--- config.mk ---
export PLATFORM = sky130hd
export DESIGN_NAME = dds_rgba8_stream_parser_flat
export DESIGN_NICKNAME = d
export VERILOG_FILES = /design/src/rtl/core/ddsp_pkg.sv /design/src/rtl/core/ddsp_in_if.sv /design/src/rtl/core/ddsp_out_if.sv /design/src/rtl/core/ddsp_cfg.sv /design/src/rtl/core/ddsp_parse_core.sv /design/src/rtl/core/ddsp_out_fifo.sv /design/src/rtl/core/dds_rgba8_stream_parser.sv /design/src/flat_wrapper.sv
export VERILOG_INCLUDE_DIRS = /design/src /design/src/rtl/core
export SDC_FILE = /design/constraint.sdc
export NUM_CORES = 2
export LEC_CHECK = 0
export BUFFER_PORTS_ARGS = -buffer_cell sky130_fd_sc_hd__buf_2
export CORE_MARGIN = 5
export CORE_UTILIZATION = 50
export CTS_CLUSTER_DIAMETER = 40
export DETAILED_ROUTE_END_ITERATION = 16
export GPL_TIMING_DRIVEN = 1
export HOLD_SLACK_MARGIN = 0.03
export PLACE_DENSITY = 0.65
export SETUP_SLACK_MARGIN = 0.05
export SLEW_MARGIN = 20
export SYNTH_ARGS = -nofsm -noshare
export SYNTH_HDL_FRONTEND = slang
export SYNTH_SLANG_ARGS = --single-unit
--- constraint.sdc ---
create_clock -name clk -period 9.7 [get_ports clk]
set_input_delay 1.455 -clock clk [delete_from_list [all_inputs] [get_ports clk]]
set_output_delay 1.455 -clock clk [all_outputs]
set_load 0.03 [all_outputs]
--- src/rtl/core/dds_rgba8_stream_parser_defines.svh ---
// Assertion macros used by the DDS stream parser core (ddsp_parse_core).
`ifndef DDS_RGBA8_STREAM_PARSER_DEFINES_SVH
`define DDS_RGBA8_STREAM_PARSER_DEFINES_SVH

// Same-cycle implication, disabled while reset is asserted.
`define DDSP_ASSERT_IMPL(label, clk, rst_n, ante, cons, msg) \
  label: assert property (@(posedge clk) disable iff (!rst_n) (ante) |-> (cons)) \
    else $error(msg);

// Next-cycle implication, disabled while reset is asserted.
`define DDSP_ASSERT_NEXT(label, clk, rst_n, ante, cons, msg) \
  label: assert property (@(posedge clk) disable iff (!rst_n) (ante) |=> (cons)) \
    else $error(msg);

`endif

--- src/rtl/core/ddsp_pkg.sv ---
// Types and constants of the DDS RGBA8 stream parser.
`timescale 1ns / 1ps
`default_nettype none
package ddsp_pkg;

  // file format constants
  localparam logic [31:0] DDS_MAGIC    = 32'h2053_4444;
  localparam logic [31:0] FOURCC_DX10  = 32'h3031_5844;
  localparam int          FLAG_FOURCC_BIT = 2;   // 0x4
  localparam int          FLAG_RGB_BIT    = 6;   // 0x40
  localparam logic [31:0] HEADER_SIZE  = 32'd124;
  localparam logic [6:0]  HEADER_LAST  = 7'd123;
  localparam logic [6:0]  DX10_LAST    = 7'd19;
  localparam logic [31:0] DXGI_RGBA8   = 32'd28;
  localparam logic [31:0] DXGI_BGRA8   = 32'd87;
  localparam logic [31:0] BPP_32       = 32'd32;
  localparam logic [31:0] MASK_BYTE0   = 32'h0000_00ff;
  localparam logic [31:0] MASK_BYTE1   = 32'h0000_ff00;
  localparam logic [31:0] MASK_BYTE2   = 32'h00ff_0000;
  localparam logic [31:0] MASK_BYTE3   = 32'hff00_0000;

  // max_pixel_count register
  localparam int           MAXPIX_W   = 41;
  localparam logic [40:0]  MAXPIX_RST = 41'h1 << 30;

  // configuration port
  localparam int          CFG_ADDR_W = 4;
  localparam int          CFG_DATA_W = 64;
  localparam logic        REG_MAX_PIXEL_COUNT = 1'b0;  // register index, paddr[3]

  // record kinds
  localparam logic [1:0] KIND_HEADER = 2'd0;
  localparam logic [1:0] KIND_PIXEL  = 2'd1;
  localparam logic [1:0] KIND_ERROR  = 2'd2;

  // error codes
  localparam logic [2:0] ERR_NONE      = 3'd0;
  localparam logic [2:0] ERR_MAGIC     = 3'd1;
  localparam logic [2:0] ERR_HEADER    = 3'd2;
  localparam logic [2:0] ERR_DX10      = 3'd3;
  localparam logic [2:0] ERR_FORMAT    = 3'd4;
  localparam logic [2:0] ERR_ZERO_SIZE = 3'd5;
  localparam logic [2:0] ERR_TOO_LARGE = 3'd6;
  localparam logic [2:0] ERR_TRUNCATED = 3'd7;

  typedef enum logic [2:0] {
    PH_MAGIC,
    PH_HEADER,
    PH_DX10,
    PH_PIXELS,
    PH_IGNORE
  } ddsp_phase_t;

  typedef struct packed {
    logic [1:0]  record_kind;
    logic [2:0]  error_code;
    logic [31:0] image_width;
    logic [31:0] image_height;
    logic        source_was_bgra;
    logic [7:0]  red;
    logic [7:0]  green;
    logic [7:0]  blue;
    logic [7:0]  alpha;
    logic        final_pixel;
  } ddsp_rec_t;

  // up to two records produced by one accepted byte
  typedef struct packed {
    logic [1:0] n;
    ddsp_rec_t  r0;
    ddsp_rec_t  r1;
  } ddsp_push_t;

endpackage
`default_nettype wire

--- src/rtl/core/ddsp_in_if.sv ---
// Byte input channel interface.
`timescale 1ns / 1ps
`default_nettype none
interface ddsp_in_if;
  logic       valid;
  logic       ready;
  logic [7:0] data_byte;
  logic       end_of_file;

  modport source (output valid, output data_byte, output end_of_file, input ready);
  modport sink   (input valid, input data_byte, input end_of_file, output ready);
endinterface
`default_nettype wire

--- src/rtl/core/ddsp_out_if.sv ---
// Record output channel interface.
`timescale 1ns / 1ps
`default_nettype none
interface ddsp_out_if;
  logic        valid;
  logic        ready;
  logic [1:0]  record_kind;
  logic [2:0]  error_code;
  logic [31:0] image_width;
  logic [31:0] image_height;
  logic        source_was_bgra;
  logic [7:0]  red;
  logic [7:0]  green;
  logic [7:0]  blue;
  logic [7:0]  alpha;
  logic        final_pixel;

  modport source (output valid, output record_kind, output error_code, output image_width,
                  output image_height, output source_was_bgra, output red, output green,
                  output blue, output alpha, output final_pixel, input ready);
  modport sink   (input valid, input record_kind, input error_code, input image_width,
                  input image_height, input source_was_bgra, input red, input green,
                  input blue, input alpha, input final_pixel, output ready);
endinterface
`default_nettype wire

--- src/rtl/core/ddsp_cfg.sv ---
// APB-style configuration register block holding max_pixel_count.
`timescale 1ns / 1ps
`default_nettype none
module ddsp_cfg (
  input  wire logic                            clk,
  input  wire logic                            rst_n,
  input  wire logic                            psel,
  input  wire logic                            penable,
  input  wire logic                            pwrite,
  input  wire logic [ddsp_pkg::CFG_ADDR_W-1:0] paddr,
  input  wire logic [ddsp_pkg::CFG_DATA_W-1:0] pwdata,
  output logic      [ddsp_pkg::CFG_DATA_W-1:0] prdata,
  output logic                                 pready,
  output logic      [ddsp_pkg::MAXPIX_W-1:0]   max_pixel_count
);
  import ddsp_pkg::*;

  logic [MAXPIX_W-1:0] max_r;
  logic                hit;

  assign hit = (paddr[3] == REG_MAX_PIXEL_COUNT);

  always_ff @(posedge clk) begin
    if (!rst_n) begin
      max_r <= MAXPIX_RST;
    end else if (psel && penable && pwrite && hit) begin
      max_r <= pwdata[MAXPIX_W-1:0];
    end
  end

  assign pready          = 1'b1;
  assign prdata          = hit ? {{(CFG_DATA_W-MAXPIX_W){1'b0}}, max_r} : '0;
  assign max_pixel_count = max_r;
endmodule
`default_nettype wire

--- src/rtl/core/ddsp_parse_core.sv ---
// Byte-wise DDS header parser and pixel assembler.
`timescale 1ns / 1ps
`default_nettype none
`include "dds_rgba8_stream_parser_defines.svh"
module ddsp_parse_core (
  input  wire logic                          clk,
  input  wire logic                          rst_n,
  input  wire logic                          in_acc,
  input  wire logic [7:0]                    data_byte,
  input  wire logic                          end_of_file,
  input  wire logic [ddsp_pkg::MAXPIX_W-1:0] max_pixel_count,
  output ddsp_pkg::ddsp_push_t               push
);
  import ddsp_pkg::*;

  // header byte positions of the last byte of each captured word
  localparam logic [6:0] POS_SIZE   = 7'd3;
  localparam logic [6:0] POS_HEIGHT = 7'd11;
  localparam logic [6:0] POS_WIDTH  = 7'd15;
  localparam logic [6:0] POS_FLAGS  = 7'd79;
  localparam logic [6:0] POS_FOURCC = 7'd83;
  localparam logic [6:0] POS_BPP    = 7'd87;
  localparam logic [6:0] POS_MASK0  = 7'd91;
  localparam logic [6:0] POS_MASK1  = 7'd95;
  localparam logic [6:0] POS_MASK2  = 7'd99;
  localparam logic [6:0] POS_MASK3  = 7'd103;
  localparam logic [6:0] POS_WORD0  = 7'd3;

  // control state
  ddsp_phase_t phase_r, phase_nxt;
  logic [6:0]  pos_r, pos_nxt;
  logic [1:0]  bip_r, bip_nxt;

  // payload state, always rewritten before use
  logic [31:0]         shift_r, shift_nxt;
  logic [31:0]         hsize_r, hsize_nxt;
  logic [31:0]         flags_r, flags_nxt;
  logic [31:0]         fourcc_r, fourcc_nxt;
  logic [31:0]         bpp_r, bpp_nxt;
  logic [31:0]         mask_r [4];
  logic [31:0]         mask_nxt [4];
  logic [31:0]         dxgi_r, dxgi_nxt;
  logic [31:0]         width_r, width_nxt;
  logic [31:0]         height_r, height_nxt;
  logic [63:0]         product_r;
  logic [MAXPIX_W-1:0] remain_r, remain_nxt;
  logic [23:0]         asm_r, asm_nxt;
  logic                swap_r, swap_nxt;

  logic [31:0] word;
  logic        dx10_tag, is_rgb32, fmt_rgba, fmt_bgra, size_zero, too_big;
  logic        do_classify, fin;
  ddsp_push_t  push_c;

  function automatic ddsp_rec_t err_rec(input logic [2:0] code);
    ddsp_rec_t r;
    r            = '0;
    r.record_kind = KIND_ERROR;
    r.error_code  = code;
    return r;
  endfunction

  assign word     = {data_byte, shift_r[31:8]};
  assign dx10_tag = flags_r[FLAG_FOURCC_BIT] && (fourcc_r == FOURCC_DX10);
  assign is_rgb32 = flags_r[FLAG_RGB_BIT] && (bpp_r == BPP_32);
  assign fmt_rgba = dx10_tag ? (dxgi_r == DXGI_RGBA8)
                             : (is_rgb32 && mask_r[0] == MASK_BYTE0 && mask_r[1] == MASK_BYTE1 &&
                                mask_r[2] == MASK_BYTE2 && mask_r[3] == MASK_BYTE3);
  assign fmt_bgra = dx10_tag ? (dxgi_r == DXGI_BGRA8)
                             : (is_rgb32 && mask_r[0] == MASK_BYTE2 && mask_r[1] == MASK_BYTE1 &&
                                mask_r[2] == MASK_BYTE0 && mask_r[3] == MASK_BYTE3);
  assign size_zero = (width_r == '0) || (height_r == '0);
  assign too_big   = product_r > {{(64-MAXPIX_W){1'b0}}, max_pixel_count};
  assign fin       = remain_r <= MAXPIX_W'(1);

  always_comb begin
    phase_nxt   = phase_r;
    pos_nxt     = pos_r;
    bip_nxt     = bip_r;
    shift_nxt   = shift_r;
    hsize_nxt   = hsize_r;
    flags_nxt   = flags_r;
    fourcc_nxt  = fourcc_r;
    bpp_nxt     = bpp_r;
    mask_nxt    = mask_r;
    dxgi_nxt    = dxgi_r;
    width_nxt   = width_r;
    height_nxt  = height_r;
    remain_nxt  = remain_r;
    asm_nxt     = asm_r;
    swap_nxt    = swap_r;
    do_classify = 1'b0;
    push_c      = '0;

    if (in_acc) begin
      case (phase_r)
        PH_MAGIC: begin
          shift_nxt = word;
          if (pos_r == POS_WORD0) begin
            pos_nxt = '0;
            if (word != DDS_MAGIC) begin
              push_c.n  = 2'd1;
              push_c.r0 = err_rec(ERR_MAGIC);
              phase_nxt = PH_IGNORE;
            end else begin
              phase_nxt = PH_HEADER;
              if (end_of_file) begin
                push_c.n  = 2'd1;
                push_c.r0 = err_rec(ERR_HEADER);
              end
            end
          end else begin
            pos_nxt = pos_r + 7'd1;
            if (end_of_file) begin
              push_c.n  = 2'd1;
              push_c.r0 = err_rec(ERR_MAGIC);
            end
          end
        end
        PH_HEADER: begin
          shift_nxt = word;
          case (pos_r)
            POS_SIZE:   hsize_nxt   = word;
            POS_HEIGHT: height_nxt  = word;
            POS_WIDTH:  width_nxt   = word;
            POS_FLAGS:  flags_nxt   = word;
            POS_FOURCC: fourcc_nxt  = word;
            POS_BPP:    bpp_nxt     = word;
            POS_MASK0:  mask_nxt[0] = word;
            POS_MASK1:  mask_nxt[1] = word;
            POS_MASK2:  mask_nxt[2] = word;
            POS_MASK3:  mask_nxt[3] = word;
            default: ;
          endcase
          if (pos_r == HEADER_LAST) begin
            pos_nxt = '0;
            if (hsize_r != HEADER_SIZE) begin
              push_c.n  = 2'd1;
              push_c.r0 = err_rec(ERR_HEADER);
              phase_nxt = PH_IGNORE;
            end else if (dx10_tag) begin
              phase_nxt = PH_DX10;
              if (end_of_file) begin
                push_c.n  = 2'd1;
                push_c.r0 = err_rec(ERR_DX10);
              end
            end else begin
              do_classify = 1'b1;
            end
          end else begin
            pos_nxt = pos_r + 7'd1;
            if (end_of_file) begin
              push_c.n  = 2'd1;
              push_c.r0 = err_rec(ERR_HEADER);
            end
          end
        end
        PH_DX10: begin
          shift_nxt = word;
          if (pos_r == POS_WORD0) begin
            dxgi_nxt = word;
          end
          if (pos_r == DX10_LAST) begin
            pos_nxt     = '0;
            do_classify = 1'b1;
          end else begin
            pos_nxt = pos_r + 7'd1;
            if (end_of_file) begin
              push_c.n  = 2'd1;
              push_c.r0 = err_rec(ERR_DX10);
            end
          end
        end
        PH_PIXELS: begin
          if (bip_r != 2'd3) begin
            case (bip_r)
              2'd0:    asm_nxt[7:0]   = data_byte;
              2'd1:    asm_nxt[15:8]  = data_byte;
              default: asm_nxt[23:16] = data_byte;
            endcase
            bip_nxt = bip_r + 2'd1;
            if (end_of_file) begin
              push_c.n  = 2'd1;
              push_c.r0 = err_rec(ERR_TRUNCATED);
            end
          end else begin
            push_c.n                  = 2'd1;
            push_c.r0.record_kind     = KIND_PIXEL;
            push_c.r0.error_code      = ERR_NONE;
            push_c.r0.source_was_bgra = swap_r;
            push_c.r0.red             = swap_r ? asm_r[23:16] : asm_r[7:0];
            push_c.r0.green           = asm_r[15:8];
            push_c.r0.blue            = swap_r ? asm_r[7:0] : asm_r[23:16];
            push_c.r0.alpha           = data_byte;
            push_c.r0.final_pixel     = fin;
            if (remain_r != '0) begin
              remain_nxt = remain_r - MAXPIX_W'(1);
            end
            bip_nxt = '0;
            if (fin) begin
              phase_nxt = PH_IGNORE;
            end else if (end_of_file) begin
              push_c.n  = 2'd2;
              push_c.r1 = err_rec(ERR_TRUNCATED);
            end
          end
        end
        default: ;
      endcase

      // format, then zero size, then pixel-count limit
      if (do_classify) begin
        push_c.n = 2'd1;
        if (!(fmt_rgba || fmt_bgra)) begin
          push_c.r0 = err_rec(ERR_FORMAT);
          phase_nxt = PH_IGNORE;
        end else if (size_zero) begin
          push_c.r0 = err_rec(ERR_ZERO_SIZE);
          phase_nxt = PH_IGNORE;
        end else if (too_big) begin
          push_c.r0 = err_rec(ERR_TOO_LARGE);
          phase_nxt = PH_IGNORE;
        end else begin
          swap_nxt                  = !fmt_rgba;
          remain_nxt                = product_r[MAXPIX_W-1:0];
          bip_nxt                   = '0;
          phase_nxt                 = PH_PIXELS;
          push_c.r0.record_kind     = KIND_HEADER;
          push_c.r0.error_code      = ERR_NONE;
          push_c.r0.image_width     = width_r;
          push_c.r0.image_height    = height_r;
          push_c.r0.source_was_bgra = !fmt_rgba;
          if (end_of_file) begin
            push_c.n  = 2'd2;
            push_c.r1 = err_rec(ERR_TRUNCATED);
          end
        end
      end

      // end of file rearms the parser
      if (end_of_file) begin
        phase_nxt = PH_MAGIC;
        pos_nxt   = '0;
        bip_nxt   = '0;
      end
    end
  end

  always_ff @(posedge clk) begin
    if (!rst_n) begin
      phase_r <= PH_MAGIC;
      pos_r   <= '0;
      bip_r   <= '0;
    end else begin
      phase_r <= phase_nxt;
      pos_r   <= pos_nxt;
      bip_r   <= bip_nxt;
    end
  end

  // width is captured at header byte 15; the product has settled long before classification
  always_ff @(posedge clk) begin
    shift_r   <= shift_nxt;
    hsize_r   <= hsize_nxt;
    flags_r   <= flags_nxt;
    fourcc_r  <= fourcc_nxt;
    bpp_r     <= bpp_nxt;
    mask_r    <= mask_nxt;
    dxgi_r    <= dxgi_nxt;
    width_r   <= width_nxt;
    height_r  <= height_nxt;
    product_r <= width_r * height_r;
    remain_r  <= remain_nxt;
    asm_r     <= asm_nxt;
    swap_r    <= swap_nxt;
  end

  assign push = push_c;

  `DDSP_ASSERT_NEXT(a_eof_rearms, clk, rst_n, in_acc && end_of_file,
                    phase_r == PH_MAGIC && pos_r == '0 && bip_r == '0,
                    "parser not rearmed after end of file")
  `DDSP_ASSERT_NEXT(a_final_stops, clk, rst_n,
                    push_c.n != 2'd0 && push_c.r0.record_kind == KIND_PIXEL &&
                    push_c.r0.final_pixel,
                    phase_r == PH_IGNORE || phase_r == PH_MAGIC,
                    "parser still active after final pixel")
  `DDSP_ASSERT_IMPL(a_bip_idle, clk, rst_n, phase_r != PH_PIXELS, bip_r == '0,
                    "pixel byte count left over outside pixel phase")
  `DDSP_ASSERT_IMPL(a_second_is_error, clk, rst_n, push_c.n == 2'd2,
                    push_c.r1.record_kind == KIND_ERROR &&
                    push_c.r1.error_code == ERR_TRUNCATED,
                    "second record of a byte is not a truncation error")
endmodule
`default_nettype wire

--- src/rtl/core/ddsp_out_fifo.sv ---
// Record queue between the parser and the output channel.
`timescale 1ns / 1ps
`default_nettype none
module ddsp_out_fifo #(
  parameter int DEPTH = 4
) (
  input  wire logic                 clk,
  input  wire logic                 rst_n,
  input  wire ddsp_pkg::ddsp_push_t push,
  output logic                      space_ok,
  ddsp_out_if.source                out_chan
);
  import ddsp_pkg::*;

  localparam int PW = (DEPTH > 1) ? $clog2(DEPTH) : 1;
  localparam int CW = $clog2(DEPTH + 1);

  ddsp_rec_t        mem_r [DEPTH];
  logic [PW-1:0]    rd_ptr_r, wr_ptr_r, wr_ptr1, wr_ptr_nxt;
  logic [CW-1:0]    count_r, count_nxt;
  logic             pop;
  ddsp_rec_t        head;

  function automatic logic [PW-1:0] wrap_inc(input logic [PW-1:0] p);
    if (p == PW'(DEPTH - 1)) begin
      return '0;
    end
    return p + PW'(1);
  endfunction

  assign pop       = out_chan.valid && out_chan.ready;
  assign wr_ptr1   = wrap_inc(wr_ptr_r);
  assign count_nxt = count_r + CW'(push.n) - CW'(pop);
  // room for the two records one byte can produce
  assign space_ok  = count_r <= CW'(DEPTH - 2);

  always_comb begin
    case (push.n)
      2'd1:    wr_ptr_nxt = wr_ptr1;
      2'd2:    wr_ptr_nxt = wrap_inc(wr_ptr1);
      default: wr_ptr_nxt = wr_ptr_r;
    endcase
  end

  always_ff @(posedge clk) begin
    if (!rst_n) begin
      rd_ptr_r <= '0;
      wr_ptr_r <= '0;
      count_r  <= '0;
    end else begin
      wr_ptr_r <= wr_ptr_nxt;
      count_r  <= count_nxt;
      if (pop) begin
        rd_ptr_r <= wrap_inc(rd_ptr_r);
      end
    end
  end

  always_ff @(posedge clk) begin
    if (push.n != 2'd0) begin
      mem_r[wr_ptr_r] <= push.r0;
    end
    if (push.n == 2'd2) begin
      mem_r[wr_ptr1] <= push.r1;
    end
  end

  assign head                     = mem_r[rd_ptr_r];
  assign out_chan.valid           = count_r != '0;
  assign out_chan.record_kind     = head.record_kind;
  assign out_chan.error_code      = head.error_code;
  assign out_chan.image_width     = head.image_width;
  assign out_chan.image_height    = head.image_height;
  assign out_chan.source_was_bgra = head.source_was_bgra;
  assign out_chan.red             = head.red;
  assign out_chan.green           = head.green;
  assign out_chan.blue            = head.blue;
  assign out_chan.alpha           = head.alpha;
  assign out_chan.final_pixel     = head.final_pixel;
endmodule
`default_nettype wire

--- src/rtl/core/dds_rgba8_stream_parser.sv ---
// Records are queued in OUT_DEPTH entries, written when the byte causing them is accepted.
// Throughput: one byte per cycle while in_chan.ready is high; at most two records per byte.
// in_chan.ready is high while the record queue holds OUT_DEPTH-2 records or fewer.
// Reset (rst_n low, synchronous): parser rearms to await magic, queue empties,
// max_pixel_count returns to 2^30.
`timescale 1ns / 1ps
`default_nettype none
module dds_rgba8_stream_parser #(
  parameter int OUT_DEPTH = 4
) (
  input  wire logic                            clk,
  input  wire logic                            rst_n,
  ddsp_in_if.sink                              in_chan,
  ddsp_out_if.source                           out_chan,
  input  wire logic                            psel,
  input  wire logic                            penable,
  input  wire logic                            pwrite,
  input  wire logic [ddsp_pkg::CFG_ADDR_W-1:0] paddr,
  input  wire logic [ddsp_pkg::CFG_DATA_W-1:0] pwdata,
  output logic      [ddsp_pkg::CFG_DATA_W-1:0] prdata,
  output logic                                 pready
);
  import ddsp_pkg::*;

  logic [MAXPIX_W-1:0] max_pix;
  logic                in_acc;
  logic                space_ok;
  ddsp_push_t          push;

  assign in_chan.ready   = space_ok;
  assign in_acc          = in_chan.valid && space_ok;

  ddsp_cfg u_cfg (
    .clk             (clk),
    .rst_n           (rst_n),
    .psel            (psel),
    .penable         (penable),
    .pwrite          (pwrite),
    .paddr           (paddr),
    .pwdata          (pwdata),
    .prdata          (prdata),
    .pready          (pready),
    .max_pixel_count (max_pix)
  );

  ddsp_parse_core u_core (
    .clk             (clk),
    .rst_n           (rst_n),
    .in_acc          (in_acc),
    .data_byte       (in_chan.data_byte),
    .end_of_file     (in_chan.end_of_file),
    .max_pixel_count (max_pix),
    .push            (push)
  );

  ddsp_out_fifo #(
    .DEPTH (OUT_DEPTH)
  ) u_fifo (
    .clk      (clk),
    .rst_n    (rst_n),
    .push     (push),
    .space_ok (space_ok),
    .out_chan (out_chan)
  );
endmodule
`default_nettype wire

--- src/flat_wrapper.sv ---
// flat-port wrapper written by rule: the top's interface ports become plain ports
module dds_rgba8_stream_parser_flat import ddsp_pkg::*;
#(
  parameter int OUT_DEPTH = 4
)
  (clk, rst_n, psel, penable, pwrite, paddr, pwdata, prdata, pready, in_chan_valid, in_chan_data_byte, in_chan_end_of_file, in_chan_ready, out_chan_valid, out_chan_record_kind, out_chan_error_code, out_chan_image_width, out_chan_image_height, out_chan_source_was_bgra, out_chan_red, out_chan_green, out_chan_blue, out_chan_alpha, out_chan_final_pixel, out_chan_ready);
  ddsp_in_if in_chan_i ();
  ddsp_out_if out_chan_i ();
  input  wire logic clk;
  input  wire logic rst_n;
  input  wire logic psel;
  input  wire logic penable;
  input  wire logic pwrite;
  input  wire logic [ddsp_pkg::CFG_ADDR_W-1:0] paddr;
  input  wire logic [ddsp_pkg::CFG_DATA_W-1:0] pwdata;
  output logic      [ddsp_pkg::CFG_DATA_W-1:0] prdata;
  output logic pready;
  input wire logic [$bits(in_chan_i.valid)-1:0] in_chan_valid;
  input wire logic [$bits(in_chan_i.data_byte)-1:0] in_chan_data_byte;
  input wire logic [$bits(in_chan_i.end_of_file)-1:0] in_chan_end_of_file;
  output wire logic [$bits(in_chan_i.ready)-1:0] in_chan_ready;
  output wire logic [$bits(out_chan_i.valid)-1:0] out_chan_valid;
  output wire logic [$bits(out_chan_i.record_kind)-1:0] out_chan_record_kind;
  output wire logic [$bits(out_chan_i.error_code)-1:0] out_chan_error_code;
  output wire logic [$bits(out_chan_i.image_width)-1:0] out_chan_image_width;
  output wire logic [$bits(out_chan_i.image_height)-1:0] out_chan_image_height;
  output wire logic [$bits(out_chan_i.source_was_bgra)-1:0] out_chan_source_was_bgra;
  output wire logic [$bits(out_chan_i.red)-1:0] out_chan_red;
  output wire logic [$bits(out_chan_i.green)-1:0] out_chan_green;
  output wire logic [$bits(out_chan_i.blue)-1:0] out_chan_blue;
  output wire logic [$bits(out_chan_i.alpha)-1:0] out_chan_alpha;
  output wire logic [$bits(out_chan_i.final_pixel)-1:0] out_chan_final_pixel;
  input wire logic [$bits(out_chan_i.ready)-1:0] out_chan_ready;
  assign in_chan_i.valid = in_chan_valid;
  assign in_chan_i.data_byte = in_chan_data_byte;
  assign in_chan_i.end_of_file = in_chan_end_of_file;
  assign in_chan_ready = in_chan_i.ready;
  assign out_chan_valid = out_chan_i.valid;
  assign out_chan_record_kind = out_chan_i.record_kind;
  assign out_chan_error_code = out_chan_i.error_code;
  assign out_chan_image_width = out_chan_i.image_width;
  assign out_chan_image_height = out_chan_i.image_height;
  assign out_chan_source_was_bgra = out_chan_i.source_was_bgra;
  assign out_chan_red = out_chan_i.red;
  assign out_chan_green = out_chan_i.green;
  assign out_chan_blue = out_chan_i.blue;
  assign out_chan_alpha = out_chan_i.alpha;
  assign out_chan_final_pixel = out_chan_i.final_pixel;
  assign out_chan_i.ready = out_chan_ready;
  dds_rgba8_stream_parser #(.OUT_DEPTH(OUT_DEPTH)) u_core (.clk(clk), .rst_n(rst_n), .in_chan(in_chan_i), .out_chan(out_chan_i), .psel(psel), .penable(penable), .pwrite(pwrite), .paddr(paddr), .pwdata(pwdata), .prdata(prdata), .pready(pready));
endmodule
# Word-level counts from Yosys, hierarchy flattened
# Memories as Yosys holds them, arrays and structs flattened. A register that Yosys moved wholly into a read port is not among the register bits.
# Cells that the tools add are included.
# word_totals
regBits	549
inputBits	84
n_memories	1
wordCells	224
ram_bits	412
# memory_table
name	words	word_bits	rd	rd_ports_with_merged_regs	write_ports	line	source
u_core.u_fifo.mem_r	4	103	1	1	2	ddsp_out_fifo.sv:18	ddsp_rec_t mem_r [DEPTH];
# op_classes
muxes	95
add_sub_neg	8
n_reduce_logical	48
bitwise_logic	4
order_cmp	3
n_mul	1
n_eq_ne	39
# op_table
operator	n
103-bit two-way mux	10
104-bit two-way mux	8
105-bit one-hot mux with 4 select lines	1
208-bit two-way mux	2
41-bit two-way mux	8
105-bit two-way mux	2
70-bit two-way mux	1
32-bit by 24-bit == test with 1-bit output (second input constant)	2
32-bit by 8-bit == test with 1-bit output (second input constant)	2
64-bit by 41-bit > comparator with 1-bit output	1
32-bit zero test	2
32-bit by 32-bit multiplier with 64-bit output	1
64-bit two-way mux	1
7-bit == test (second input constant)	8
41-bit by 1-bit less-or-equal comparator with 1-bit output (second input constant)	1
41-bit nonzero test	1
41-bit by 1-bit subtractor with 41-bit output (second input constant)	1
2-bit two-way mux	20
3-bit two-way mux	12
7-bit two-way mux	5
34-bit two-way mux	1
33-bit two-way mux	1
3-bit AND reduction	11
32-bit by 16-bit == test with 1-bit output (second input constant)	1
other kinds (44)	95

# Longest topological paths before layout
# depth
depth_word	17
ltp_mapped	27
mapped_depth_nobuf	25

# Modules after synthesis
# A second synthesis with hierarchy kept.
# unflattened
hier_cells	6443
hier_area_um2	76128.0
# modules_own_cells
module	n_inst	area_each_um2	cells_each	seq_area_each_um2
ddsp_parse_core	1	53456.3	5127	13893.3
ddsp_out_fifo	1	20523.4	1065	12552.0
ddsp_cfg	1	2142.1	250	820.8
dds_rgba8_stream_parser	1	6.3	1	0.0

# Worst setup path before layout
# Ideal clock, no wire load.
# synth_path
kind	register to register
startpoint	register u_core.u_core.height_r[9]
endpoint	register u_core.u_core.product_r[61]
arrival_ps	7067
setup_time_ps	136
path_buffers	3
required_time_ps	9564
stages_incl_launch_ff	25
path_slack_ps	2497
path_cell_list	edfxtp_1 > clkbuf_1 > clkbuf_1 > and2_1 > fa_1 > fa_1 > inv_1 > fa_1 > fa_1 > inv_1 > fa_1 > fa_1 > fa_1 > fa_1 > ha_1 > clkbuf_1 > nand3_1 > nor4_1 > nand2b_1 > a21boi_0 > a311oi_1 > nor2_1 > a221oi_1 > o41ai_1 > xor2_1
# synth_between
elab_chain_len	1
# synth_rtl
item	line	source
start, declared	ddsp_parse_core.sv:44	logic [31:0] height_r, height_nxt;
start signal, assigned	ddsp_parse_core.sv:271	height_r <= height_nxt;
32-bit by 32-bit multiplier with 64-bit output	ddsp_parse_core.sv:272	product_r <= width_r * height_r;
end signal, assigned	ddsp_parse_core.sv:272	
end, declared	ddsp_parse_core.sv:45	logic [63:0] product_r;
# No other way between the ends.
# A chain may end at the register's enable or synchronous reset.

# Final worst setup path
# layout_path
startpoint	register u_core.u_core.width_r[13]
endpoint	register u_core.u_core.product_r[61]
# layout_between
elab_chain_len	1
# layout_rtl
item	line	source
start, declared	ddsp_parse_core.sv:43	logic [31:0] width_r, width_nxt;
start signal, assigned	ddsp_parse_core.sv:270	width_r <= width_nxt;
32-bit by 32-bit multiplier with 64-bit output	ddsp_parse_core.sv:272	
# No other way between the ends.

==> summary.md <==
| Metric | Value |
|---|---|
| Headroom to the max-slew limit | 0.164 |
| Slew @ Worst Pin | approximately 1.3 ns |
| Global routing met2 resource utilization | 0.420 |
| Outcome | complete, no violations |
| First-pass GRT wire length | 296 mm |
| Commonest non-fill, non-tap cell in the layout | sky130_fd_sc_hd__inv_1 |
| Area after DPL | 71800 µm² |
| Setup repair after global routing missed its margin | no |
| Power per unit of standard cell area | between 100 and 150 nW/µm² |
| Maximum clock insertion buffer count | 3 |
| Startpoint kind of the worst setup timing path | register |
| Via count of the first global-routing pass | around 50000 |
| GRT met1 Usage | 0.358 |
| Clk_skew | around 0.08 ns |
| Number of maximum-capacitance constraint violations | 0 |
| CTS root buf | sky130_fd_sc_hd__clkbuf_16 |
| Synth Instances | between 6000 and 7000 |
| Setup repair bufs after CTS | 0 |
| Synth area leaders | sky130_fd_sc_hd__fa_1 (26%), sky130_fd_sc_hd__edfxtp_1 (19%), sky130_fd_sc_hd__dfxtp_1 (15%) |
| Count of pins over their slew limit | 0 |
| Area growth from synthesis to layout | 10.3% |
| TritonRoute pass-1 iters | 6 |
| Critical path data required time | just over 10 ns |
| Number of buffer cells added on primary ports | roughly 200 |
| Die X-Extent | about 380 µm |
| Total negative setup slack | 0 ns |
| Routed via count | ~48000 |
| Number of enable flip-flop cells after synthesis | 428 |
| Io pins | approximately 250 |
| Die Height | about 380 µm |
| Total clock buffers created by CTS | 118 |
| Largest fanout on the critical path | 20 |
| Portion of synthesized cell area occupied by the leading cell type | 0.260 |
| Clock latency on the worst-skew pair | 0.76 ns |
| Worst min-delay path class | reg -> reg |
| Synthesized area divided by synthesized cell count | approximately 11 µm² |
| Setup slack after layout | slightly below 0.9 ns |
| DRC | 0 |
| Per-cell routed wire length | between 20 and 25 µm |
| CP Capture Type | register |
| Cell-by-cell listing of the critical path | buf_4 -> and2_1 -> fa_1 -> fa_1 -> inv_1 -> fa_1 -> fa_1 -> inv_1 -> fa_1 -> fa_1 -> fa_1 -> fa_1 -> ha_1 -> inv_1 -> nor4_1 -> buf_4 -> nand2b_1 -> a21boi_0 -> a311oi_1 -> nor2_1 -> a221oi_1 -> o41ai_1 -> xor2_1 |
| Prevailing post-synth register cell | sky130_fd_sc_hd__dfxtp_1 |
| Half-perimeter wire length of the detailed placement result | about 140 mm |
| Remaining global-route overflow | 0 |
| Met3 track demand over resource in global routing | 0.0590 |
| Delay of the slowest cell on the worst path | 1.08 ns |
| Worst slack at placement | between 0.9 and 1 ns |
| Final period util | 0.909 |
| Sum of routed wire length over all layers | ~190 mm |
| Peak ir drop on the vdd network | ~140 µV |
| CTS tree | yes |
| Core area | approximately 140000 µm² |
| Register bit count reported by yosys | 950 |
| Most Crowded Layer GR | met2 |
| Portion of the post-synthesis area used by sequential elements | 0.338 |
| Initial core utilization | 0.502 |
| CTS clk-pin slew, worst paths | 0.06 ns |
| Sink Count | 950 |
| Cell mode on critical path | sky130_fd_sc_hd__fa_1 |
| Layout cell share with drive strength beyond 1 | 0.111 |
| Number of levels in the clock H-tree | 3 |
| Worst path slowest cell | sky130_fd_sc_hd__edfxtp_1 |
| Cell type with the highest aggregate area in the netlist | sky130_fd_sc_hd__fa_1 |
| Initial DRC Count | ~3600 |
| Final period demand of the worst path | just under 9 ns |
| Post-synthesis cell type count | 86 |
| Maximum number of pins on one net before global-route repair | 91 |
| Initial antenna violation count | 12 |
| Vias per cell | 5.73 |
| Cell Area, Synth | between 60000 and 70000 µm² |
| Post_cts resized | 0 |
| Final hold violation count | 0 |
| Warning count from the yosys run | 0 |
| FFs w/ async S/R, synth | 0 |
| Data arrival at the endpoint of the critical path | roughly 9.5 ns |
| Reg2reg path depth | 23 |
| Final setup violation count | 0 |
| Hold bufs inserted after CTS | 0 |
| Total non-filler cell area in the finished layout | around 76000 µm² |
| Type of the setup path with the least slack | reg -> reg |
| Total Routing Usage GR | 0.263 |
| Standard-cell row count | between 100 and 150 |
| Final Net Count | 7726 |
| Achievable frequency | around 110 MHz |
| Commonest non-fill, non-tap cells in the layout | sky130_fd_sc_hd__inv_1 (918), sky130_fd_sc_hd__fa_1 (897), sky130_fd_sc_hd__nand2_1 (703) |
| Final weighted congestion in routability-driven placement | a little over 0.9 |
| Antenna-violating nets left | 0 |
| Min-Delay Path Depth | 2 |
| Die area | about 150000 µm² |
| Total of fill cells in the finished design | around 12000 |
| Leakage power summed over all cells | 32.5 nW |
==> critical path: cells and delay by family, from the launching register on <==
kind	cells	cell delay, ns
adders and majority gates	9	4.30
and+or+nand+nor	4	1.15
AOI/OAI and AO/OA	4	1.12
DFF	1	1.08
buffers and inverters	5	0.87
xor gates and xnor gates	1	0.18
==> cells in the mapped netlist, drive strengths merged (6+ instances only) <==
library cell  count
and4b             6
a31oi             7
ha              322
xnor2            61
buf             119
fa              897
nand2b           13
and3              7
edfxtp          428
a21boi            9
or2               8
nand4            50
nand2           703
o21a             10
nand4b            7
and2            601
nor4b            22
a21oi           175
mux2             19
o211ai           16
nor4             84
a21o             45
or4               7
nand3            35
dfxtp           522
nor2            176
xor2             39
or3              18
nor3             39
a211oi           12
clkbuf          323
o21bai            9
nor2b            19
a22o            324
mux4            103
o31ai             8
o22ai            16
inv             919
o21ai           135
==> final cells by class <==
type / instances / area (µm²) / share of cell area
multi-input cells: 4080 / 40600 / 0.534
flip-flops and latches: 950 / 23300 / 0.306
inverters: 920 / 3460 / 0.0454
clock buffers: 149 / 3230 / 0.0424
repair buffers: 353 / 2280 / 0.0300
well taps: 1794 / 2240 / 0.0295
clock inverters: 74 / 958 / 0.0126
diodes: 2 / 5.00 / 0.0000658
==> power by group <==
part	internal (mW)	switching, mW
combinational	0.161	0.362
clock	2.70	1.84
sequential	4.28	0.121
==> per-stage QoR <==
| stage | total power [mW] | hold slack (ns) | cells | utilization |
|---|---|---|---|---|
| after floorplan | 4.77 | 0.420 | 6392 | - |
| after global routing | 9.76 | 0.466 | 8321 | 0.554 |
| after CTS | 9.54 | 0.452 | 8317 | 0.554 |
| after global placement | 5.00 | 0.428 | 8088 | 0.522 |
| final | 9.46 | 0.449 | 8322 | 0.554 |
| after detailed placement | 5.01 | 0.438 | 8094 | 0.523 |
==> path summary, 6_finish.rpt <==
path                                   start  slack (ns)                     endpoint
setup / recovery   u_core.u_core.width_r[13]        0.88  u_core.u_core.product_r[61]
hold / removal    u_core.u_fifo.mem_r[2][13]        0.45   u_core.u_fifo.mem_r[2][13]
setup reg to reg   u_core.u_core.width_r[13]        0.88  u_core.u_core.product_r[61]
hold reg to reg   u_core.u_fifo.mem_r[2][13]        0.45   u_core.u_fifo.mem_r[2][13]
==> per-layer routing <==
layer,up-vias,share of wire
met5,-,0
met4,0,0.036
met3,361,0.089
met2,1923,0.46
met1,24600,0.41
li1,20900,-
==> registers in the layout, summed over array words and instances, names as in the netlist, 3 cells and up, named ones only <==
name	cells
u_core.u_cfg.max_pixel_count	41
u_core.u_core.asm_r	24
u_core.u_core.bpp_r	32
u_core.u_core.dxgi_r	32
u_core.u_core.fourcc_r	32
u_core.u_core.height_r	32
u_core.u_core.hsize_r	32
u_core.u_core.mask_r	128
u_core.u_core.phase_r	3
u_core.u_core.pos_r	7
u_core.u_core.product_r	64
u_core.u_core.remain_r	41
u_core.u_core.shift_r	24
u_core.u_core.width_r	32
u_core.u_fifo.count_r	3
u_core.u_fifo.mem_r	412
==> logic make-up after synthesis <==
group / count (synthesis) / share of synthesized area
simple gates: 1808 / 0.134
buf+inv: 1362 / 0.0761
fa+ha+maj: 1219 / 0.319
flops: 950 / 0.338
compound gates: 807 / 0.0836
mux: 122 / 0.0367
xor+xnor: 100 / 0.0127
other cells: 2 / 0.000109
Note: power is estimated with default switching activity, not from simulation.
